## src/sv/mmf_pkg.sv

```systemverilog
// Shared types, sizes and register codes of the 3x3 min/max filter.
`default_nettype none

package mmf_pkg;

    // Frame size limits
    localparam int MAX_WIDTH  = 2048;
    localparam int MAX_HEIGHT = 4096;

    // Derived counter and size widths
    localparam int COL_W = $clog2(MAX_WIDTH);       // column index into the line RAM
    localparam int WID_W = $clog2(MAX_WIDTH + 1);   // holds the used width itself
    localparam int HGT_W = $clog2(MAX_HEIGHT + 1);  // holds the used height itself
    localparam int ROW_W = $clog2(MAX_HEIGHT + 2);  // input row runs one past the flush row

    // Channel and pixel sizes
    localparam int CHAN_W = 8;
    localparam int PIX_W  = 3 * CHAN_W;
    localparam int LINE_W = 2 * PIX_W;              // {two rows above, row above}

    // Configuration port
    localparam int FW_W      = 12;                  // frame_width register
    localparam int FH_W      = 13;                  // frame_height register
    localparam int CFG_W     = 13;                  // widest register
    localparam int CFG_IDX_W = 2;

    localparam logic [CFG_IDX_W-1:0] REG_FRAME_WIDTH  = 2'd0;
    localparam logic [CFG_IDX_W-1:0] REG_FRAME_HEIGHT = 2'd1;
    localparam logic [CFG_IDX_W-1:0] REG_FILTER_MODE  = 2'd2;

    localparam logic [FW_W-1:0] RESET_WIDTH  = 12'd640;
    localparam logic [FH_W-1:0] RESET_HEIGHT = 13'd480;

    // Filter modes
    localparam logic MODE_MIN = 1'b0;
    localparam logic MODE_MAX = 1'b1;

    // Input item kinds
    localparam logic CMD_PIXEL = 1'b0;
    localparam logic CMD_DRAIN = 1'b1;

    localparam logic [CHAN_W-1:0] ALPHA_OPAQUE = 8'hFF;
    localparam logic [CHAN_W-1:0] CHAN_FULL    = 8'hFF;
    localparam logic [CHAN_W-1:0] CHAN_EMPTY   = 8'h00;

    // Output buffer
    localparam int FIFO_DEPTH = 4;
    localparam int FIFO_PTR_W = $clog2(FIFO_DEPTH);
    localparam int FIFO_CNT_W = $clog2(FIFO_DEPTH + 1);
    localparam int PEND_W     = $clog2(FIFO_DEPTH + 3);

    typedef struct packed {
        logic [CHAN_W-1:0] blue;
        logic [CHAN_W-1:0] green;
        logic [CHAN_W-1:0] red;
    } pixel_t;

    // 3x3 window: [row][col], row 0 is two rows up, col 2 is the newest column
    typedef pixel_t [2:0][2:0] win_t;

    // Per-word control traveling down the pipeline
    typedef struct packed {
        logic valid;
        logic emit;
        logic top_edge;
        logic bottom_edge;
        logic left_edge;
        logic right_edge;
        logic last;
    } ctl_t;

    typedef struct packed {
        logic [CHAN_W-1:0] red;
        logic [CHAN_W-1:0] green;
        logic [CHAN_W-1:0] blue;
        logic              last;
    } result_t;

    // Register value to used width: 0 reads as 1, large values saturate
    function automatic logic [WID_W-1:0] clamp_width(input logic [FW_W-1:0] v);
        if (v == '0)
            return WID_W'(1);
        else if (32'(v) > MAX_WIDTH)
            return WID_W'(MAX_WIDTH);
        else
            return WID_W'(v);
    endfunction

    function automatic logic [HGT_W-1:0] clamp_height(input logic [FH_W-1:0] v);
        if (v == '0)
            return HGT_W'(1);
        else if (32'(v) > MAX_HEIGHT)
            return HGT_W'(MAX_HEIGHT);
        else
            return HGT_W'(v);
    endfunction

endpackage

`default_nettype wire

```

## src/sv/mmf_fifo.sv

```systemverilog
// Small result FIFO that decouples the filter pipeline from output stalls.
`default_nettype none

module mmf_fifo import mmf_pkg::*; (
    input  wire logic                  clk,
    input  wire logic                  rst_n,
    input  wire logic                  push,
    input  wire result_t               push_data,
    input  wire logic                  pop,
    output      result_t               head,
    output      logic                  not_empty,
    output      logic [FIFO_CNT_W-1:0] count
);

    result_t               slots [FIFO_DEPTH];
    logic [FIFO_PTR_W-1:0] wr_ptr_reg, rd_ptr_reg;
    logic [FIFO_CNT_W-1:0] count_reg, count_next;

    always_comb
    begin
        count_next = count_reg;
        if (push && !pop)
            count_next = count_reg + FIFO_CNT_W'(1);
        else if (pop && !push)
            count_next = count_reg - FIFO_CNT_W'(1);
    end

    // Pointers and fill level
    always_ff @(posedge clk or negedge rst_n)
    begin
        if (!rst_n)
        begin
            wr_ptr_reg <= '0;
            rd_ptr_reg <= '0;
            count_reg  <= '0;
        end
        else
        begin
            if (push)
                wr_ptr_reg <= wr_ptr_reg + FIFO_PTR_W'(1);
            if (pop)
                rd_ptr_reg <= rd_ptr_reg + FIFO_PTR_W'(1);
            count_reg <= count_next;
        end
    end

    // Storage
    always_ff @(posedge clk)
    begin
        if (push)
            slots[wr_ptr_reg] <= push_data;
    end

    assign head      = slots[rd_ptr_reg];
    assign not_empty = (count_reg != '0);
    assign count     = count_reg;

endmodule

`default_nettype wire

```

## config.mk

```make
export PLATFORM = sky130hd
export DESIGN_NAME = mmf_fifo
export DESIGN_NICKNAME = d
export VERILOG_FILES = /design/src/sv/mmf_pkg.sv /design/src/sv/mmf_fifo.sv
export SDC_FILE = /design/constraint.sdc
export NUM_CORES = 1
export LEC_CHECK = 0
export ABC_AREA = 1
export CORE_MARGIN = 2
export CORE_UTILIZATION = 47
export CTS_BUF_LIST = sky130_fd_sc_hd__clkbuf_2 sky130_fd_sc_hd__clkbuf_4 sky130_fd_sc_hd__clkbuf_8
export CTS_CLUSTER_DIAMETER = 30
export DETAILED_ROUTE_END_ITERATION = 8
export DONT_BUFFER_PORTS = 1
export GPL_TIMING_DRIVEN = 1
export PLACE_DENSITY_LB_ADDON = 0.3
export SETUP_SLACK_MARGIN = 0.15
export SYNTH_ARGS = -nofsm -noshare
export SYNTH_HDL_FRONTEND = slang
export SYNTH_SLANG_ARGS = --single-unit
```

## constraint.sdc

```tcl
create_clock -name clk -period 2.2 [get_ports clk]
set_clock_uncertainty 0.15 [all_clocks]
set_input_delay 0.22 -clock clk [delete_from_list [all_inputs] [get_ports clk]]
set_output_delay 0.22 -clock clk [all_outputs]
set_load 0.005 [all_outputs]
```

==> load_flow_metrics.sql <==
INSERT INTO impl_metrics (metric_group, metric, value, unit) VALUES
('synth', 'syn_nets', '374', ''),
('floorplanning', 'floorplan.die_area', '10100', 'sq um'),
('drt', 'drt_drc_violations_left', '0', ''),
('setup_path', 'critical_path_class', 'reg -> out', ''),
('synth', 'synth.cell_area', '4370', 'sq um'),
('setup_path', 'critical_path.slowest_cell', 'sky130_fd_sc_hd__dfrtp_2', ''),
('setup_path', 'worst_ep_required_time', '1.83', 'ns'),
('sta', 'final_min_period_over_clock_period', '85.1', '%'),
('setup_path', 'crit_path_cell_trace', 'buf_4, nand2_1, o211ai_1, nand2_1', ''),
('floorplanning', 'rows', '35', ''),
('setup_path', 'rr_worst_depth', '5', ''),
('placement', 'numPortBuffers', '0', ''),
('drt', 'initialDrtViolationCount', '116', ''),
('finish', 'layout-drive-gt1-share', '7.43', '%'),
('run_status', 'outcome', 'finished, final reports clean', ''),
('drt', 'avgRoutedWirePerCell', '16.2', 'microns'),
('pwr', 'pwr-share-comb', '30.9', '%'),
('pwr', 'netSwitchingFraction', '35.2', '%'),
('setup_path', 'rrSetupSlack', '0.56', 'ns'),
('global_route', 'grt_antenna_before_repair', '0', ''),
('setup_path', 'cp-start-kind', 'flop', ''),
('setup_path', 'timing.critical_path.to', 'head[18]', ''),
('finish', 'antenna-diode-count', '0', ''),
('synth', 'synth.avg_cell_area', '12.9', 'sq um'),
('pwr', 'switch_pwr', '2060', 'uW'),
('cts', 'tritoncts', 'done', ''),
('cts', 'skew_pair_late_insertion_delay', '0.36', 'ns'),
('cts', 'hold_buffers', '28', ''),
('cts', 'htreeDepth', '3', ''),
('setup_path', 'critical-path-max-stage-delay', '0.48', 'ns'),
('pwr', 'power.share.sequential', '48.5', '%'),
('cts', 'postCtsSetupRepairBufs', '0', ''),
('sta', 'final.setup.tns', '0', 'ns'),
('setup_path', 'cp_startpoint', 'rd_ptr_reg[0]', ''),
('sta', 'setup_viol_count_final', '0', ''),
('pwr', 'worst_case_vdd_ir_drop', '0.624', 'mV'),
('flow_run', 'drv.max_cap_violation_count', '0', ''),
('finish', 'finalCoreUtilization', '54.7', '%'),
('global_route', 'grt_usage', '16.5', '%'),
('drt', 'top_layer_used', 'met4', ''),
('drt', 'antenna_violating_nets_post_route', '0', ''),
('pwr', 'total_power', '5870', 'uW'),
('sta', 'max_slew_margin', '74.8', '%'),
('cts', 'cts.root.buffer_cell', 'sky130_fd_sc_hd__clkbuf_8', ''),
('hold_path', 'timing.hold.worst.class', 'in -> reg', ''),
('drt', 'vias', '2480', ''),
('cts', 'clock_transition_at_the_register_clock_pins_on_the_worst_setup_and_hold_paths_after_cts', '0.09', 'ns'),
('setup_path', 'timing.rr.start', 'wr_ptr_reg[0]', ''),
('drt', 'dr.pass1.iters', '4', ''),
('floorplanning', 'initial_utilization', '48.0', '%'),
('floorplanning', 'boundaryPins', '58', ''),
('global_route', 'gr-total-overflow', '0', ''),
('finish', 'area_growth', '14.2', '%'),
('sta', 'maxClockFrequency', '0.534', 'GHz'),
('sta', 'postLayoutSetupSlackWorst', '0.327', 'ns'),
('setup_path', 'r2r-end', 'slots[2][24]', ''),
('synth', 'yosysWarnings', '0', ''),
('pwr', 'power_frac_clock', '20.7', '%'),
('floorplanning', 'fp.dieH', '100', 'microns'),
('setup_path', 'arr_time_crit_path', '1.50', 'ns'),
('synth', 'ys.flop_type', 'sky130_fd_sc_hd__edfxtp_1', ''),
('setup_path', 'critical_path.max_fanout', '35', ''),
('sta', 'timing_worst_slew_pin_value', '0.377', 'ns'),
('finish', 'largest_reg_flops', '100', ''),
('floorplanning', 'die_w', '100', 'microns'),
('setup_path', 'worst-path-stages', '4', ''),
('finish', 'fin_nets', '407', ''),
('setup_path', 'critical_path.most_common_cell', 'sky130_fd_sc_hd__nand2_1', ''),
('synth', 'synth-async-reset-ratio', '6.54', '%'),
('placement', 'gpl.final_weighted_congestion', '0.767', ''),
('drt', 'wl_met2', '3.98', 'mm');
==> layout by cell type, fill, tap and decap left out <==
master	instances
sky130_fd_sc_hd__inv_1	61
sky130_fd_sc_hd__bufinv_16	1
sky130_fd_sc_hd__ha_1	5
sky130_fd_sc_hd__edfxtp_1	100
sky130_fd_sc_hd__nor2_1	1
sky130_fd_sc_hd__clkinv_4	2
sky130_fd_sc_hd__dfrtp_2	1
sky130_fd_sc_hd__xor2_1	3
sky130_fd_sc_hd__clkinv_1	1
sky130_fd_sc_hd__fa_1	1
sky130_fd_sc_hd__dfrtp_1	6
sky130_fd_sc_hd__buf_12	2
sky130_fd_sc_hd__dlygate4sd3_1	28
sky130_fd_sc_hd__clkinv_2	1
sky130_fd_sc_hd__xnor2_1	1
sky130_fd_sc_hd__nand2_1	89
sky130_fd_sc_hd__nand3_1	1
sky130_fd_sc_hd__inv_4	1
sky130_fd_sc_hd__nand4_1	1
sky130_fd_sc_hd__buf_4	9
sky130_fd_sc_hd__o21ai_0	1
sky130_fd_sc_hd__o211ai_1	50
sky130_fd_sc_hd__inv_6	2
sky130_fd_sc_hd__clkbuf_8	9
==> Yosys cell counts, types with 3 or more instances <==
cell,number,share of area (%)
sky130_fd_sc_hd__buf_4,7,1.2
sky130_fd_sc_hd__dfrtp_1,7,4.0
sky130_fd_sc_hd__inv_1,61,5.2
sky130_fd_sc_hd__xor2_1,3,0.60
sky130_fd_sc_hd__nand2_1,89,7.6
sky130_fd_sc_hd__o211ai_1,50,8.6
sky130_fd_sc_hd__edfxtp_1,100,69
sky130_fd_sc_hd__buf_2,8,0.92
sky130_fd_sc_hd__ha_1,5,1.4
==> worst min-delay path by stage <==
stage | startpoint | to | slack, ns | cells past startpoint
after global placement | rst_n | count[0] | -0.23 | 0
after global routing | pop | count[0] | 0.03 | 3
after detailed placement | rst_n | count[0] | -0.23 | 0
final | pop | count[0] | 0.02 | 3
after CTS | pop | count[0] | 0.006 | 3
after floorplan | rst_n | count[0] | -0.23 | 0
==> metal layers <==
metal,GRT usage (%),vias to the layer above
met5,0,-
met3,3.34,15
met4,6.95,0
met2,28.3,49
met1,20.4,1200
li1,-,1216
==> per-stage QoR <==
stage	instances	instance area [sq um]
finish	488	4990
floorplan	339	4370
global placement	444	4510
detailed placement	444	4510
CTS	488	4990
global route	488	4990
==> worst register-to-register path, delay by kind of cell, from the launching register on <==
family                     cells  cell delay (ns)
and+or+nand+nor                1             0.05
buffers and inverters          3             0.56
DFF                            1             0.44
adders and majority gates      1             0.15
==> power groups by stage <==
stage / logic, uW / registers (uW) / clock network [uW]
final: 1810 / 2840 / 1210
after global placement: 1730 / 2870 / 0
after floorplan: 1400 / 2830 / 0
after CTS: 1860 / 2850 / 1240
after global routing: 2060 / 2880 / 1320
after detailed placement: 1780 / 2890 / 0
==> final cells by class <==
type,instances,area [sq um]
well taps,111,139
flip-flops and latches,107,3180
fillers,751,4120
multi-input cells,153,847
repair buffers,39,388
inverters,62,235
clock inverters,7,73.8
clock buffers,9,124
==> cells by family after synthesis <==
logic type	count (synthesis)	share of synthesized area [%]
AND/OR/NAND/NOR	92	7.99
XOR/XNOR	4	0.802
adder cells (fa/ha/maj)	6	1.89
buffers and inverters	79	7.85
flip-flops	107	72.8
AO/OA/AOI/OAI	51	8.71
No activity file was read; power rests on OpenSTA's default activity.
