File: config.mk
export PLATFORM = sky130hd
export DESIGN_NAME = mmf_ctrl
export DESIGN_NICKNAME = d
export VERILOG_FILES = /design/src/sv/mmf_pkg.sv /design/src/sv/mmf_ctrl.sv
export SDC_FILE = /design/constraint.sdc
export NUM_CORES = 1
export LEC_CHECK = 0
export ABC_AREA = 0
export BUFFER_PORTS_ARGS = -buffer_cell sky130_fd_sc_hd__buf_2
export CAP_MARGIN = 5
export CORE_ASPECT_RATIO = 1.5
export CORE_MARGIN = 3
export CORE_UTILIZATION = 40
export DETAILED_ROUTE_END_ITERATION = 16
export SLEW_MARGIN = 5
export SYNTH_ARGS = -nofsm -noshare
export SYNTH_HDL_FRONTEND = slang
export SYNTH_SLANG_ARGS = --single-unit
File: constraint.sdc
create_clock -name clk -period 4.3 [get_ports clk]
set_input_delay 0.215 -clock clk [delete_from_list [all_inputs] [get_ports clk]]
set_output_delay 0.215 -clock clk [all_outputs]
set_load 0.005 [all_outputs]
File: src/sv/mmf_pkg.sv
// Shared types, sizes and register codes of the 3x3 min/max filter.
`default_nettype none

package mmf_pkg;

    // Frame size limits
    localparam int MAX_WIDTH  = 2048;
    localparam int MAX_HEIGHT = 4096;

    // Derived counter and size widths
    localparam int COL_W = $clog2(MAX_WIDTH);       // column index into the line RAM
    localparam int WID_W = $clog2(MAX_WIDTH + 1);   // holds the used width itself
    localparam int HGT_W = $clog2(MAX_HEIGHT + 1);  // holds the used height itself
    localparam int ROW_W = $clog2(MAX_HEIGHT + 2);  // input row runs one past the flush row

    // Channel and pixel sizes
    localparam int CHAN_W = 8;
    localparam int PIX_W  = 3 * CHAN_W;
    localparam int LINE_W = 2 * PIX_W;              // {two rows above, row above}

    // Configuration port
    localparam int FW_W      = 12;                  // frame_width register
    localparam int FH_W      = 13;                  // frame_height register
    localparam int CFG_W     = 13;                  // widest register
    localparam int CFG_IDX_W = 2;

    localparam logic [CFG_IDX_W-1:0] REG_FRAME_WIDTH  = 2'd0;
    localparam logic [CFG_IDX_W-1:0] REG_FRAME_HEIGHT = 2'd1;
    localparam logic [CFG_IDX_W-1:0] REG_FILTER_MODE  = 2'd2;

    localparam logic [FW_W-1:0] RESET_WIDTH  = 12'd640;
    localparam logic [FH_W-1:0] RESET_HEIGHT = 13'd480;

    // Filter modes
    localparam logic MODE_MIN = 1'b0;
    localparam logic MODE_MAX = 1'b1;

    // Input item kinds
    localparam logic CMD_PIXEL = 1'b0;
    localparam logic CMD_DRAIN = 1'b1;

    localparam logic [CHAN_W-1:0] ALPHA_OPAQUE = 8'hFF;
    localparam logic [CHAN_W-1:0] CHAN_FULL    = 8'hFF;
    localparam logic [CHAN_W-1:0] CHAN_EMPTY   = 8'h00;

    // Output buffer
    localparam int FIFO_DEPTH = 4;
    localparam int FIFO_PTR_W = $clog2(FIFO_DEPTH);
    localparam int FIFO_CNT_W = $clog2(FIFO_DEPTH + 1);
    localparam int PEND_W     = $clog2(FIFO_DEPTH + 3);

    typedef struct packed {
        logic [CHAN_W-1:0] blue;
        logic [CHAN_W-1:0] green;
        logic [CHAN_W-1:0] red;
    } pixel_t;

    // 3x3 window: [row][col], row 0 is two rows up, col 2 is the newest column
    typedef pixel_t [2:0][2:0] win_t;

    // Per-word control traveling down the pipeline
    typedef struct packed {
        logic valid;
        logic emit;
        logic top_edge;
        logic bottom_edge;
        logic left_edge;
        logic right_edge;
        logic last;
    } ctl_t;

    typedef struct packed {
        logic [CHAN_W-1:0] red;
        logic [CHAN_W-1:0] green;
        logic [CHAN_W-1:0] blue;
        logic              last;
    } result_t;

    // Register value to used width: 0 reads as 1, large values saturate
    function automatic logic [WID_W-1:0] clamp_width(input logic [FW_W-1:0] v);
        if (v == '0)
            return WID_W'(1);
        else if (32'(v) > MAX_WIDTH)
            return WID_W'(MAX_WIDTH);
        else
            return WID_W'(v);
    endfunction

    function automatic logic [HGT_W-1:0] clamp_height(input logic [FH_W-1:0] v);
        if (v == '0)
            return HGT_W'(1);
        else if (32'(v) > MAX_HEIGHT)
            return HGT_W'(MAX_HEIGHT);
        else
            return HGT_W'(v);
    endfunction

endpackage

`default_nettype wire

File: src/sv/mmf_ctrl.sv
// Configuration registers and raster position tracking of the min/max filter.
`default_nettype none

module mmf_ctrl import mmf_pkg::*; (
    input  wire logic                 clk,
    input  wire logic                 rst_n,
    input  wire logic                 cfg_write,
    input  wire logic [CFG_IDX_W-1:0] cfg_index,
    input  wire logic [CFG_W-1:0]     cfg_data,
    input  wire logic                 accept,
    input  wire logic                 command,
    input  wire pixel_t               pix_in,
    output      logic                 filter_mode,
    output      ctl_t                 s0_ctl,
    output      pixel_t               s0_pix,
    output      logic [COL_W-1:0]     s0_addr
);

    logic [WID_W-1:0] width_reg;
    logic [HGT_W-1:0] height_reg;
    logic             mode_reg;

    logic [COL_W-1:0] in_col_reg, in_col_next;
    logic [ROW_W-1:0] in_row_reg, in_row_next;
    logic [COL_W-1:0] out_col_reg, out_col_next;
    logic [ROW_W-1:0] out_row_reg, out_row_next;

    logic flushing;
    logic emit_prev_row_end;
    logic emit_mid;
    logic out_col_end;
    logic out_row_end;
    logic in_col_end;

    // Position decode
    always_comb
    begin
        flushing          = in_row_reg >= ROW_W'(height_reg);
        emit_prev_row_end = (in_col_reg == '0) && (in_row_reg >= ROW_W'(2));
        emit_mid          = (in_col_reg != '0) && (in_row_reg != '0);
        out_col_end       = (WID_W'(out_col_reg) + WID_W'(1)) >= width_reg;
        out_row_end       = (out_row_reg + ROW_W'(1)) >= ROW_W'(height_reg);
        in_col_end        = (WID_W'(in_col_reg) + WID_W'(1)) >= width_reg;
    end

    // Word entering the pipeline; a drain inside the frame does nothing
    always_comb
    begin
        s0_ctl.valid       = accept && !((command == CMD_DRAIN) && !flushing);
        s0_ctl.emit        = emit_prev_row_end || emit_mid;
        s0_ctl.top_edge    = (out_row_reg == '0);
        s0_ctl.bottom_edge = out_row_end;
        s0_ctl.left_edge   = (out_col_reg == '0);
        s0_ctl.right_edge  = out_col_end || emit_prev_row_end;
        s0_ctl.last        = out_row_end && out_col_end;
        s0_pix             = flushing ? pixel_t'('0) : pix_in;
        s0_addr            = in_col_reg;
    end

    // Position update
    always_comb
    begin
        in_col_next  = in_col_reg;
        in_row_next  = in_row_reg;
        out_col_next = out_col_reg;
        out_row_next = out_row_reg;
        if (s0_ctl.valid)
        begin
            if (s0_ctl.emit && s0_ctl.last)
            begin
                // frame done: start over
                in_col_next  = '0;
                in_row_next  = '0;
                out_col_next = '0;
                out_row_next = '0;
            end
            else
            begin
                if (s0_ctl.emit)
                begin
                    if (out_col_end)
                    begin
                        out_col_next = '0;
                        out_row_next = out_row_reg + ROW_W'(1);
                    end
                    else
                    begin
                        out_col_next = out_col_reg + COL_W'(1);
                    end
                end
                if (in_col_end)
                begin
                    in_col_next = '0;
                    in_row_next = in_row_reg + ROW_W'(1);
                end
                else
                begin
                    in_col_next = in_col_reg + COL_W'(1);
                end
            end
        end
    end

    // Registers; a size write restarts the stream
    always_ff @(posedge clk or negedge rst_n)
    begin
        if (!rst_n)
        begin
            width_reg   <= clamp_width(RESET_WIDTH);
            height_reg  <= clamp_height(RESET_HEIGHT);
            mode_reg    <= MODE_MIN;
            in_col_reg  <= '0;
            in_row_reg  <= '0;
            out_col_reg <= '0;
            out_row_reg <= '0;
        end
        else if (cfg_write)
        begin
            case (cfg_index)
                REG_FRAME_WIDTH:
                begin
                    width_reg   <= clamp_width(cfg_data[FW_W-1:0]);
                    in_col_reg  <= '0;
                    in_row_reg  <= '0;
                    out_col_reg <= '0;
                    out_row_reg <= '0;
                end
                REG_FRAME_HEIGHT:
                begin
                    height_reg  <= clamp_height(cfg_data[FH_W-1:0]);
                    in_col_reg  <= '0;
                    in_row_reg  <= '0;
                    out_col_reg <= '0;
                    out_row_reg <= '0;
                end
                REG_FILTER_MODE:
                begin
                    mode_reg <= cfg_data[0];
                end
                default:
                begin
                end
            endcase
        end
        else
        begin
            in_col_reg  <= in_col_next;
            in_row_reg  <= in_row_next;
            out_col_reg <= out_col_next;
            out_row_reg <= out_row_next;
        end
    end

    assign filter_mode = mode_reg;

endmodule

`default_nettype wire

==> impl_metrics.tcl <==
set metrics [dict create \
    clkLatencyLatePin_ps 350 \
    dieArea_um2 15200 \
    syn_inst 635 \
    startpoint "out_row_reg[0]$_DFFE_PN0P_" \
    total_leakage_power_nw 3.07 \
    placed_cells 861 \
    cts_hold_buf 0 \
    vias 5019 \
    port-buffer-count 86 \
    drc 0 \
    antenna_found_initial 0 \
    core_um2 13200 \
    clockRootBuffer "clkbuf_16" \
    dp_hpwl_um 12000 \
    syn-num-nets 738 \
    cts_tree "yes" \
    path_clk_slew_ps 70 \
    fin_nets 816 \
    cts_max_path_buffers 2 \
    n_antenna_cell 0 \
    finalClockSkew_ps 13.3 \
    first_global_vias 5037 \
    path_max_fanout 25 \
    finalPower_mw 2.96 \
    final_hold_viol_count 0 \
    met3_usage_pct 2.10 \
    pwr_density_cell_nw_per_um2 465 \
    cts_setup_buffers 0 \
    grt_busiest_layer "met2" \
    area_growth_pct 16.0 \
    cp-end-kind "flop" \
    seq_area_frac_synth_pct 33.8 \
    finalCriticalPeriod_ps 3650 \
    layout_common_cells "buf_2, nand2_1, dfrtp_1, ha_1, inv_1" \
    grt_max_degree 45 \
    use_met2_pct 38.6 \
    reg2reg_from "out_row_reg[0]$_DFFE_PN0P_" \
    cts.repair.resized 0 \
    grt_pass1_wl_um 24800 \
    ys_warn_count 0 \
    dr.first_iter.drc_count 209 \
    h-tree-depth 3 \
    cp-start-kind "flop" \
    period_share_pct 84.8 \
    setup.worst_path.class "flop to flop" \
    ios 87 \
    relSlewSlack_pct 31.4 \
    status "completed" \
    drv_slew 0 \
    vdd_ir_drop_max_v 0.000230 \
    synth-seq-cells 74 \
    firstDrtPassIters 6 \
    rrSetupSlack_ps 650 \
    setup-violations-final 0 \
    initial_core_util_pct 41.6 \
    die_w_um 102 \
    totalWireLength_um 15400 \
    rsz0062_at_grt "false" \
    drive_gt1_share_pct 18.2 \
    synth_area_per_cell_um2 8.65 \
    reg2reg_depth 14 \
    fmax_ghz 0.274 \
    final_common_cell "buf_2" \
    ys_types 60 \
    final_antenna_net_count 0 \
    synthesis.area_um2 5490 \
    ys_dominant_reg_cell "dfrtp_1" \
    crit_end "in_row_reg[11]$_DFFE_PN0P_" \
    tightest_slew_ps 1030 \
    clkSinkCount 74 \
    reg2reg_to "in_row_reg[11]$_DFFE_PN0P_" \
    placementRows 51 \
    die_h_um 150 \
    grt_use_met1_pct 22.6 \
    synth_edf_count 0 \
    grt_usage_pct 20.8 \
    drv_cap 0 \
    wl_per_cell_um 17.5 \
    hp-class "input port to async pin" \
    final_cells 877 \
    overflow 0 \
    crit_arrival_ps 3920 \
    cp.required_ps 4580 \
    gp_congestion 0.881 \
    fin_setup_tns_ps 0 \
    cts_buffers 9 \
    vias_per_cell 5.72 \
    async_flop_share_pct 100 \
]
## critical path, stage by stage, from the launching register on
cell and delay, ps:
dfrtp_1 440, ha_1 270, nand3_1 200, nor2_1 250
and3_1 200, xor2_1 210, ha_1 280, and4_1 170
o21a_1 100, a211oi_1 230, o21ai_1 190, o21ai_2 180
buf_4 300, or4b_1 460, nand3_1 90
## synth_stat cells, drive strengths merged, types with 3 or more instances
cell type	n	area share (%)
a211oi	5	0.68
nand4	9	1.0
o22ai	8	0.91
clkbuf	19	1.3
o21bai	6	0.82
ha	59	13
o311ai	5	0.80
xor2	8	1.3
or3	3	0.34
dfstp	6	2.9
nand3	41	3.7
and3	45	5.1
nand2b	22	2.6
nand2	73	5.0
xnor2	17	2.7
buf	7	1.1
mux2	4	0.82
nor4	9	1.1
nor3	10	0.91
mux2i	3	0.55
a22oi	4	0.55
and2	5	0.59
inv	48	3.3
a21oi	21	1.9
o31ai	4	0.55
nor2b	8	1.0
nor2	19	1.3
a21o	4	0.55
dfrtp	68	31
o21ai	45	4.2
a22o	21	3.3
a31oi	4	0.46
## layer usage
metal  routed length (um)  part of all wire, %
met4                  699                  4.5
met1                 5950                   39
met5                    0                    0
met3                  678                  4.4
met2                 8050                   52
## where the power goes
| part | switching, mW | internal, mW | leakage [nW] |
|---|---|---|---|
| logic | 0.641 | 0.530 | 1.95 |
| clock network | 0.319 | 0.513 | 0.160 |
| registers | 0.155 | 0.806 | 0.957 |
| total | 1.12 | 1.85 | 3.07 |
## final cells by class
type | count | area (um^2)
Fill cell | 1280 | 6840
Multi-Input combinational cell | 487 | 3320
Sequential cell | 74 | 1860
Timing Repair Buffer | 93 | 483
Clock buffer | 9 | 225
Tap cell | 159 | 199
Inverter | 48 | 180
Clock inverter | 7 | 100
## how the worst min path moves through the flow
stage                     cells past startpoint                     endpoint   from  slack (ps)
after floorplan                               0      filter_mode$_DFFE_PN0P_  rst_n         -80
after global placement                        1   out_col_reg[7]$_DFFE_PN0P_  rst_n         440
after detailed placement                      1   out_col_reg[7]$_DFFE_PN0P_  rst_n         450
after CTS                                     1  out_col_reg[10]$_DFFE_PN0P_  rst_n          80
after global routing                          1  out_col_reg[10]$_DFFE_PN0P_  rst_n         130
final                                         1  out_col_reg[10]$_DFFE_PN0P_  rst_n          40
## stage by stage
step	hold WS, ps	cell area [um^2]	setup slack [ps]	utilization [%]
after global routing	125	6370	339	48.2
final	43.8	6370	655	48.2
after detailed placement	454	6040	675	45.8
after global placement	444	6040	853	45.8
after CTS	82.0	6370	658	48.2
after floorplan	-80.6	5490	1280	-
## cell families (layout without fill, tap and decap cells)
group	count (synthesis)	count (layout)	synth area share [%]
and+or+nand+nor	256	256	24.6
AOI/OAI and AO/OA	140	140	17.1
DFF	74	74	33.8
buffers and inverters	74	157	5.65
adders and majority gates	59	59	13.4
xor gates and xnor gates	25	25	3.99
muxes	7	7	1.37
Power figures use the tool's default switching activity.
