===== config.mk =====
export PLATFORM = sky130hd
export DESIGN_NAME = mmf_reduce
export DESIGN_NICKNAME = d
export VERILOG_FILES = /design/src/sv/mmf_pkg.sv /design/src/sv/mmf_reduce.sv
export SDC_FILE = /design/constraint.sdc
export NUM_CORES = 1
export LEC_CHECK = 0
export ABC_CLOCK_PERIOD_IN_PS = 15000
export BUFFER_PORTS_ARGS = -buffer_cell sky130_fd_sc_hd__buf_2
export CELL_PAD_IN_SITES_DETAIL_PLACEMENT = 1
export CELL_PAD_IN_SITES_GLOBAL_PLACEMENT = 2
export CORE_ASPECT_RATIO = 1.25
export CORE_MARGIN = 8
export CORE_UTILIZATION = 31
export DETAILED_ROUTE_END_ITERATION = 12
export PLACE_DENSITY = 0.89
export SLEW_MARGIN = 20
export SYNTH_ARGS = -nofsm -noshare
export SYNTH_HDL_FRONTEND = slang
export SYNTH_SLANG_ARGS = --single-unit

===== constraint.sdc =====
create_clock -name vclk -period 15
set_clock_uncertainty 0.15 [all_clocks]
set_input_delay 2.25 -clock vclk [all_inputs]
set_output_delay 2.25 -clock vclk [all_outputs]
set_load 0.02 [all_outputs]

===== src/sv/mmf_pkg.sv =====
// Shared types, sizes and register codes of the 3x3 min/max filter.
`default_nettype none

package mmf_pkg;

    // Frame size limits
    localparam int MAX_WIDTH  = 2048;
    localparam int MAX_HEIGHT = 4096;

    // Derived counter and size widths
    localparam int COL_W = $clog2(MAX_WIDTH);       // column index into the line RAM
    localparam int WID_W = $clog2(MAX_WIDTH + 1);   // holds the used width itself
    localparam int HGT_W = $clog2(MAX_HEIGHT + 1);  // holds the used height itself
    localparam int ROW_W = $clog2(MAX_HEIGHT + 2);  // input row runs one past the flush row

    // Channel and pixel sizes
    localparam int CHAN_W = 8;
    localparam int PIX_W  = 3 * CHAN_W;
    localparam int LINE_W = 2 * PIX_W;              // {two rows above, row above}

    // Configuration port
    localparam int FW_W      = 12;                  // frame_width register
    localparam int FH_W      = 13;                  // frame_height register
    localparam int CFG_W     = 13;                  // widest register
    localparam int CFG_IDX_W = 2;

    localparam logic [CFG_IDX_W-1:0] REG_FRAME_WIDTH  = 2'd0;
    localparam logic [CFG_IDX_W-1:0] REG_FRAME_HEIGHT = 2'd1;
    localparam logic [CFG_IDX_W-1:0] REG_FILTER_MODE  = 2'd2;

    localparam logic [FW_W-1:0] RESET_WIDTH  = 12'd640;
    localparam logic [FH_W-1:0] RESET_HEIGHT = 13'd480;

    // Filter modes
    localparam logic MODE_MIN = 1'b0;
    localparam logic MODE_MAX = 1'b1;

    // Input item kinds
    localparam logic CMD_PIXEL = 1'b0;
    localparam logic CMD_DRAIN = 1'b1;

    localparam logic [CHAN_W-1:0] ALPHA_OPAQUE = 8'hFF;
    localparam logic [CHAN_W-1:0] CHAN_FULL    = 8'hFF;
    localparam logic [CHAN_W-1:0] CHAN_EMPTY   = 8'h00;

    // Output buffer
    localparam int FIFO_DEPTH = 4;
    localparam int FIFO_PTR_W = $clog2(FIFO_DEPTH);
    localparam int FIFO_CNT_W = $clog2(FIFO_DEPTH + 1);
    localparam int PEND_W     = $clog2(FIFO_DEPTH + 3);

    typedef struct packed {
        logic [CHAN_W-1:0] blue;
        logic [CHAN_W-1:0] green;
        logic [CHAN_W-1:0] red;
    } pixel_t;

    // 3x3 window: [row][col], row 0 is two rows up, col 2 is the newest column
    typedef pixel_t [2:0][2:0] win_t;

    // Per-word control traveling down the pipeline
    typedef struct packed {
        logic valid;
        logic emit;
        logic top_edge;
        logic bottom_edge;
        logic left_edge;
        logic right_edge;
        logic last;
    } ctl_t;

    typedef struct packed {
        logic [CHAN_W-1:0] red;
        logic [CHAN_W-1:0] green;
        logic [CHAN_W-1:0] blue;
        logic              last;
    } result_t;

    // Register value to used width: 0 reads as 1, large values saturate
    function automatic logic [WID_W-1:0] clamp_width(input logic [FW_W-1:0] v);
        if (v == '0)
            return WID_W'(1);
        else if (32'(v) > MAX_WIDTH)
            return WID_W'(MAX_WIDTH);
        else
            return WID_W'(v);
    endfunction

    function automatic logic [HGT_W-1:0] clamp_height(input logic [FH_W-1:0] v);
        if (v == '0)
            return HGT_W'(1);
        else if (32'(v) > MAX_HEIGHT)
            return HGT_W'(MAX_HEIGHT);
        else
            return HGT_W'(v);
    endfunction

endpackage

`default_nettype wire


===== src/sv/mmf_reduce.sv =====
// Per-channel min or max over the 3x3 window, border taps masked out.
`default_nettype none

module mmf_reduce import mmf_pkg::*; (
    input  wire win_t    window,
    input  wire ctl_t    ctl,
    input  wire logic    filter_mode,
    output      result_t result
);

    logic [CHAN_W-1:0]                    neutral;
    logic [2:0][2:0][2:0][CHAN_W-1:0]     taps;     // [row][col][channel]
    logic [2:0][2:0][CHAN_W-1:0]          row_best; // [row][channel]
    logic [2:0][CHAN_W-1:0]               best;     // [channel], 0 is red

    function automatic logic [CHAN_W-1:0] pick(
        input logic [CHAN_W-1:0] a,
        input logic [CHAN_W-1:0] b,
        input logic              mode
    );
        if (mode == MODE_MAX)
            return (a > b) ? a : b;
        else
            return (a < b) ? a : b;
    endfunction

    // Masked taps take the value that never wins
    always_comb
    begin
        neutral = (filter_mode == MODE_MAX) ? CHAN_EMPTY : CHAN_FULL;
        for (int r = 0; r < 3; r++)
        begin
            for (int c = 0; c < 3; c++)
            begin
                if ((r == 0 && ctl.top_edge) || (r == 2 && ctl.bottom_edge) ||
                    (c == 0 && ctl.left_edge) || (c == 2 && ctl.right_edge))
                    taps[r][c] = {3{neutral}};
                else
                    taps[r][c] = window[r][c];
            end
        end
    end

    // Two-level tree per row, then two levels across rows
    always_comb
    begin
        for (int r = 0; r < 3; r++)
        begin
            for (int ch = 0; ch < 3; ch++)
            begin
                row_best[r][ch] = pick(pick(taps[r][0][ch], taps[r][1][ch], filter_mode),
                                       taps[r][2][ch], filter_mode);
            end
        end
        for (int ch = 0; ch < 3; ch++)
        begin
            best[ch] = pick(pick(row_best[0][ch], row_best[1][ch], filter_mode),
                            row_best[2][ch], filter_mode);
        end
    end

    always_comb
    begin
        result.red   = best[0];
        result.green = best[1];
        result.blue  = best[2];
        result.last  = ctl.last;
    end

endmodule

`default_nettype wire


==> metrics, run 1 <==
status=finished, final reports clean; post-synthesis cell type count=95; DRC Markers=0; gp weighted congestion=0.902; layout cells sized above 1=18.3%; critical path launch point type=primary input; Seq Cell Count=0; DPL Wire Length=44.4 mm; critical-path maximum fanout=25; Final setup viols=0; fmax=0.0698 GHz; slew margin rel.=28.1%; final hold vios=0; part of the power in registers=0%; Synth warnings=0; Area contributors post-synth=ha_1 19%, a21oi_1 10%, nand2_1 6.5%, nor2_1 6.3%, mux2i_1 5.3%; cell count after synthesis=1888; Core ar.=38900 um2; drt wl/cell=20.4 um; total gr overflow=0; actual slew at the worst max-slew pin=1070 ps; Max Cap Violations=0; mapped cell area=12200 um2; largest net degree at the start of global routing=74; PD cells=113 nW/um2; Power Total=1.57 mW; share of the synthesized area in the top cell type=19.1%; global-route wire length before repair=83.4 mm; final WL=52.3 mm; placed cell areas=13900 um2; Rows=81; critical path's top delay family=compound AO/OA/AOI/OAI gates; setup TNS=0 ps; IR Drop Worst-Case VDD=0.0425 mV; # IOs=249; Post-Syn Area per Cell=6.45 um2; Final Cell Area=13900 um2; Comb pwr share=100.0%; Post-Synthesis Net Count=2298; register area=0 um2; Fill cells=5159; multi-input logic area=11400 um2; RSZ-0062 raised after global routing=no; Synth area leader=ha_1; initial antenna violation count=2; Critical Path Sink Type=output port; cell count after placement=2562; Area Overhead vs Synth=14.4%; WP data arrival=11920 ps; chip height=238 um; Die Wd=193 um; vias in the first global route=15800; P_int=0.587 mW; CP Buf/Inv Count=5; Critical Path Most Common Cell=a21oi_1; Final min period=14320 ps; crit-path max cell delay=700 ps; register area share after synthesis=0%; CP max stage cell=o21ai_0; IO Port Bufs=245; die area=45900 um2; detailed-route via count=15200; Finished Layout Cells=2564; Net Sw Frac=62.6%; Final Slew Violations=0; gr usage total=21.5%; via/cell ratio=5.91; Worst Path Required=12600 ps; HP Class=primary input to output port; most common cell in the netlist=a21oi_1; Initial Util=31.3%; antenna-violating nets left=0; first-iteration detailed-routing DRC count=560; Clk pwr share=0%; Psw=0.983 mW; part of the cycle the worst path needs=95.5%; First-pass DRT Iterations=4; critical path class=primary input to output port; Leakage=6.70 nW; nets=2476; final core utilization=35.8%; clkbuf count=0; top cells by count, synth=254 x a21oi_1, 210 x nand2_1, 204 x nor2_1
-- kinds of logic (layout without fill, tap and decap cells) --
| group | after synthesis | after routing | share of synthesized area [%] |
|---|---|---|---|
| adders and majority gates | 187 | 187 | 19.2 |
| and+or+nand+nor | 666 | 666 | 25.5 |
| buffers and inverters | 203 | 379 | 6.67 |
| muxes | 106 | 106 | 9.26 |
| xor gates and xnor gates | 3 | 3 | 0.432 |
| AOI/OAI and AO/OA | 723 | 723 | 38.9 |
| other | 0 | 2 | 0 |
-- worst paths after layout --
kind    from   endpoint  slack [ps]  cells after the start
min   ctl[0]  result[0]        4350                      0
max   ctl[2]  result[2]         680                     45
-- stage by stage --
stage | setup WS, ps | hold slack (ps)
2_1_floorplan | 1540 | 4460
3_3_place_gp | 694 | 4350
3_5_place_dp | 411 | 4350
4_1_cts | 398 | 4350
5_1_grt | 5.87 | 4350
6_report | 677 | 4350
-- final cells by class --
class / count / area share [%]
diodes: 2 / 0.0359
inverters: 89 / 2.40
multi-input cells: 1685 / 81.8
well taps: 498 / 4.47
repair buffers: 290 / 11.3
-- placed cells by master, fill, tap and decap left out, types with 45 or more instances in the layout --
cell	n
a21oi_1	254
buf_2	244
nand2_1	210
nor2_1	197
ha_1	186
o21ai_0	101
inv_1	86
a21o_1	69
mux2i_1	64
nor2b_1	52
buf_4	45
-- timing repair --
item / CTS / global route
resized for setup: 0 / 8
hold buffers: 0 / 0
setup endpoints to repair: 0 / 13
buffers inserted: 0 / 0
-- power groups by stage --
stage,sequential [mW],clock [mW],combinational [mW]
finish,0,0.0000000179,1.57
global route,0,0.0000000179,1.73
CTS,0,0,1.57
detailed placement,0,0,1.56
global placement,0,0,1.51
floorplan,0,0,1.08
-- metal layers --
layer / wire, um / share of wire, % / GRT usage [%] / vias to the layer above
met3: 1640 / 3.1 / 1.47 / 59
met5: 0 / 0 / 0 / -
met1: 23500 / 45 / 26.5 / 7395
met4: 1480 / 2.8 / 5.51 / 0
met2: 25700 / 49 / 39.8 / 307
li1: - / - / - / 7400
No activity file was read; power rests on OpenSTA's default activity.
==> run 2: changes to the inputs <==
CAP_MARGIN = 20   (was unset)
CORE_MARGIN = 5   (was 8)
==> metrics, run 2 (same netlist as run 1, synthesis figures left out) <==
commonest non-fill, non-tap cell in the layout=a21oi_1; critical path launch point type=primary input; slew margin rel.=31.5% (+3.5 points); setup TNS=0 ps (unchanged); antenna-violating nets left=0 (unchanged); Final setup viols=0 (unchanged); placed cell areas=13900 um2 (-0.16%); final hold vios=0 (unchanged); First-pass DRT Iterations=4 (unchanged); Min-Delay Startpoint=ctl[0]; die area=43400 um2 (-5.6%); first-iteration detailed-routing DRC count=632 (+13%); clkbuf count=0 (unchanged); Critical Path Sink Type=output port; nets=2474 (-0.081%); detailed-route via count=15200 (+0.32%); gp weighted congestion=0.957 (+6.1%); most frequent cells in the layout=254 x a21oi_1, 244 x buf_2, 210 x nand2_1; Seq Cell Count=0 (unchanged); RSZ-0062 raised after global routing=no; cell count after placement=2559 (-0.12%); Final Cell Area=14000 um2 (+0.33%); Max Cap Violations=0 (unchanged); IR Drop Worst-Case VDD=0.0417 mV (-2.0%); # IOs=249 (unchanged); largest net degree at the start of global routing=73 (-1.4%); Power Total=1.56 mW (-0.51%); chip height=232 um (-2.5%); via/cell ratio=5.92 (+0.16%); WP data arrival=11930 ps (about the same); Die Wd=187 um (-3.1%); Rows=81 (unchanged); Post-CTS Setup Bufs=0 (unchanged); Leakage=6.71 nW (about the same); Worst Path Required=12600 ps (about the same); part of the cycle the worst path needs=95.5% (about the same); Fill cells=5143 (-0.31%); gr usage total=22.1% (+0.61 points); DRC Markers=0 (unchanged); Hold Buf Count CTS=0 (unchanged); PD cells=112 nW/um2 (-0.84%); vias in the first global route=15700 (-0.72%); critical-path maximum fanout=73 (+190%); register area=0 um2 (unchanged); IO Port Bufs=245 (unchanged); Final Slew Violations=0 (unchanged); critical path class=primary input to output port; Area Overhead vs Synth=14.8%; actual slew at the worst max-slew pin=1020 ps (-49.1 ps); CP max stage cell=a2111oi_1; global-route wire length before repair=80.9 mm (-3.0%); Final min period=14330 ps (+6.90 ps); crit-path max cell delay=530 ps (-170 ps); final core utilization=35.8% (about the same); final WL=51.1 mm (-2.3%); status=finished, final reports clean; fmax=0.0698 GHz (about the same); crit path from=filter_mode; drt wl/cell=19.9 um (-2.4%); DPL Wire Length=43.1 mm (-3.0%); Finished Layout Cells=2568 (+0.16%); Core ar.=39000 um2 (+0.26%); Initial Util=31.2% (-0.081 points); total gr overflow=0 (unchanged); initial antenna violation count=10 (+8); layout cells sized above 1=18.6% (+0.26 points); HP Class=primary input to output port
-- run 2: cell count changes in the layout (fill, tap and decap cells not counted), moves of 3 or more --
cell / previous run / this run
buf_4: 45 / 42
diode_2: 2 / 8
a211oi_2: 0 / 3
a211oi_1: 31 / 28
-- run 2: worst max-delay path: cells and delay by family --
kind,cells,cell delay (ps)
adder cells (fa/ha/maj),4,1200
multiplexers,2,680
AND/OR/NAND/NOR,10,1710
AO/OA/AOI/OAI,20,4930
buffers and inverters,6,1060
-- run 2: final timing paths --
kind,end,slack [ps],depth (start not counted)
worst max-delay path,result[13],670,42
worst min-delay path,result[0],4350,0
-- run 2: area by class of cell --
| type | instances | area, um2 | area share [%] |
|---|---|---|---|
| Multi-Input combinational cell | 1686 | 11400 | 81.9 |
| Timing Repair Buffer | 287 | 1550 | 11.1 |
| Tap cell | 498 | 623 | 4.46 |
| Inverter | 89 | 334 | 2.39 |
| Antenna cell | 8 | 20.0 | 0.143 |
-- run 2: repair_timing --
action                                  in CTS  in global routing
resized for setup                            0                 22
endpoints found under the setup margin       0                 19
endpoints found under the hold margin        0                  0
-- run 2: power breakdown --
part / total, mW / switching, mW / internal [mW] / leakage, nW
clock: 0.0000000717 / 0 / 0.0000000716 / 0.0000507
sequential: 0 / 0 / 0 / 0
combinational: 1.56 / 0.979 / 0.582 / 6.71
-- run 2: per-layer routing --
layer / vias to the layer above / GRT usage (%) / routed length (um)
li1: 7436 / - / -
met1: 7295 / 27.4 / 22100
met2: 374 / 39.6 / 24500
met3: 100 / 1.94 / 2270
met4: 4 / 8.34 / 2200
met5: - / 0 / 28
-- run 2: per-stage QoR --
stage                     setup WS [ps]  hold slack, ps
after floorplan                    1540            4460
after global placement              669            4350
after detailed placement            373            4350
after CTS                           372            4350
after global routing               20.5            4350
final                               670            4350
==> run 3: changes to the inputs <==
CORE_MARGIN = 4   (was 5)
==> metrics, run 3 (same netlist as run 1, synthesis figures left out) <==
Final min period=14140 ps (-189 ps); Comb pwr share=100.0% (about the same); critical path class=primary input to output port; Net Sw Frac=62.8% (about the same); Post-CTS Setup Bufs=0 (unchanged); vias in the first global route=15700 (-0.19%); register area=0 um2 (unchanged); gp weighted congestion=0.939 (-1.9%); Hold Buf Count CTS=0 (unchanged); part of the power in registers=0% (unchanged); fmax=0.0707 GHz (+1.3%); actual slew at the worst max-slew pin=948 ps (-68.0 ps); total gr overflow=0 (unchanged); # IOs=249 (unchanged); met3 wire len=1.98 mm (-13%); gr usage total=22.8% (+0.67 points); Min Hold Slack=4350 ps (+0.0100 ps); IR Drop Worst-Case VDD=0.0473 mV (+14%); Max Cap Violations=0 (unchanged); Seq Cell Count=0 (unchanged); commonest non-fill, non-tap cell in the layout=a21oi_1; P_int=0.582 mW (about the same); Critical Path Most Common Cell=a21oi_1; final hold vios=0 (unchanged); part of the cycle the worst path needs=94.3% (-1.3 points); DPL Wire Length=43.0 mm (-0.15%); Final Slew Violations=0 (unchanged); clkbuf count=0 (unchanged); first-iteration detailed-routing DRC count=698 (+10%); Rows=80 (-1.2%); detailed-route via count=15200 (-0.26%); Final setup viols=0 (unchanged); final WL=51.1 mm (about the same); RSZ-0062 raised after global routing=yes; CP max stage cell=a211oi_1; Critical Path Sink Type=output port; antenna-violating nets left=0 (unchanged); critical-path maximum fanout=25 (-66%); Final Cell Area=14000 um2 (-0.15%); IO Port Bufs=245 (unchanged); cell count after placement=2555 (-0.16%); nets=2476 (+0.081%); Initial Util=31.6% (+0.39 points); Finished Layout Cells=2561 (-0.27%); Psw=0.981 mW (+0.16%); Leakage=6.70 nW (about the same); Clk pwr share=0% (unchanged); slew margin rel.=36.4% (+4.9 points); HP Class=primary input to output port; crit-path max cell delay=660 ps (+130 ps); placed cell areas=13900 um2 (about the same); die area=42500 um2 (-1.9%); critical path launch point type=primary input; via/cell ratio=5.92 (about the same); initial antenna violation count=6 (-4); layout cells sized above 1=18.6% (about the same); met2 wire length=25.0 mm (+2.1%); chip height=230 um (-0.86%); global-route wire length before repair=81.8 mm (+1.2%); DR top layer=met5; First-pass DRT Iterations=5 (+1); WP data arrival=11740 ps (-190 ps); Die Wd=185 um (-1.1%); DRC Markers=0 (unchanged); most frequent cells in the layout=252 x a21oi_1, 244 x buf_2, 210 x nand2_1; PD cells=112 nW/um2 (+0.27%); status=finished, final reports clean; setup TNS=0 ps (unchanged); Worst Path Required=12600 ps (about the same); post-cts sizing count=0 (unchanged); drt wl/cell=19.9 um (+0.20%); Core ar.=38500 um2 (-1.2%); Area Overhead vs Synth=14.6%; largest net degree at the start of global routing=76 (+4.1%); M1 WL=22.4 mm (+1.6%)
[run 3: cell count changes in the layout (fill, tap and decap cells not counted), sizes merged]
cell / previous run / this run
diode: 8 / 5
buf: 287 / 289
clkinvlp: 0 / 1
inv: 87 / 86
[run 3: layout make-up]
class              instances  area, um2
fillers                 5107      24600
multi-input cells       1686      11400
diodes                     5       12.5
repair buffers           289       1560
inverters                 89        338
well taps                492        616
[run 3: final timing paths]
kind,start,to,slack (ps),depth (start not counted)
setup / recovery,ctl[2],result[4],860,43
hold / removal,ctl[0],result[0],4350,0
[run 3: through the flow]
stage	setup slack, ps	power [mW]	utilization [%]
finish	859	1.56	36.2
global route	-10.0	1.74	36.2
CTS	470	1.56	36.0
detailed placement	525	1.55	36.0
global placement	729	1.49	36.0
floorplan	1540	1.08	-
[run 3: worst max-delay path: cells and delay by family]
family                     cells  cell delay, ps
AOI/OAI and AO/OA             19            4860
xor gates and xnor gates       1             210
adders and majority gates      4            1080
buffers and inverters          6            1380
muxes                          2             720
and+or+nand+nor               11            1200
[run 3: power groups by stage]
stage / Clock, mW / Sequential (mW) / Combinational, mW
2_1_floorplan: 0 / 0 / 1.08
3_3_place_gp: 0 / 0 / 1.49
3_5_place_dp: 0 / 0 / 1.55
4_1_cts: 0 / 0 / 1.56
5_1_grt: 0.0000000447 / 0 / 1.74
6_report: 0.0000000449 / 0 / 1.56
[run 3: metal layers]
metal | up-vias | GRT usage, %
li1 | 7425 | -
met1 | 7328 | 29.8
met2 | 344 | 40.5
met3 | 69 | 1.00
met4 | 4 | 6.13
met5 | - | 0
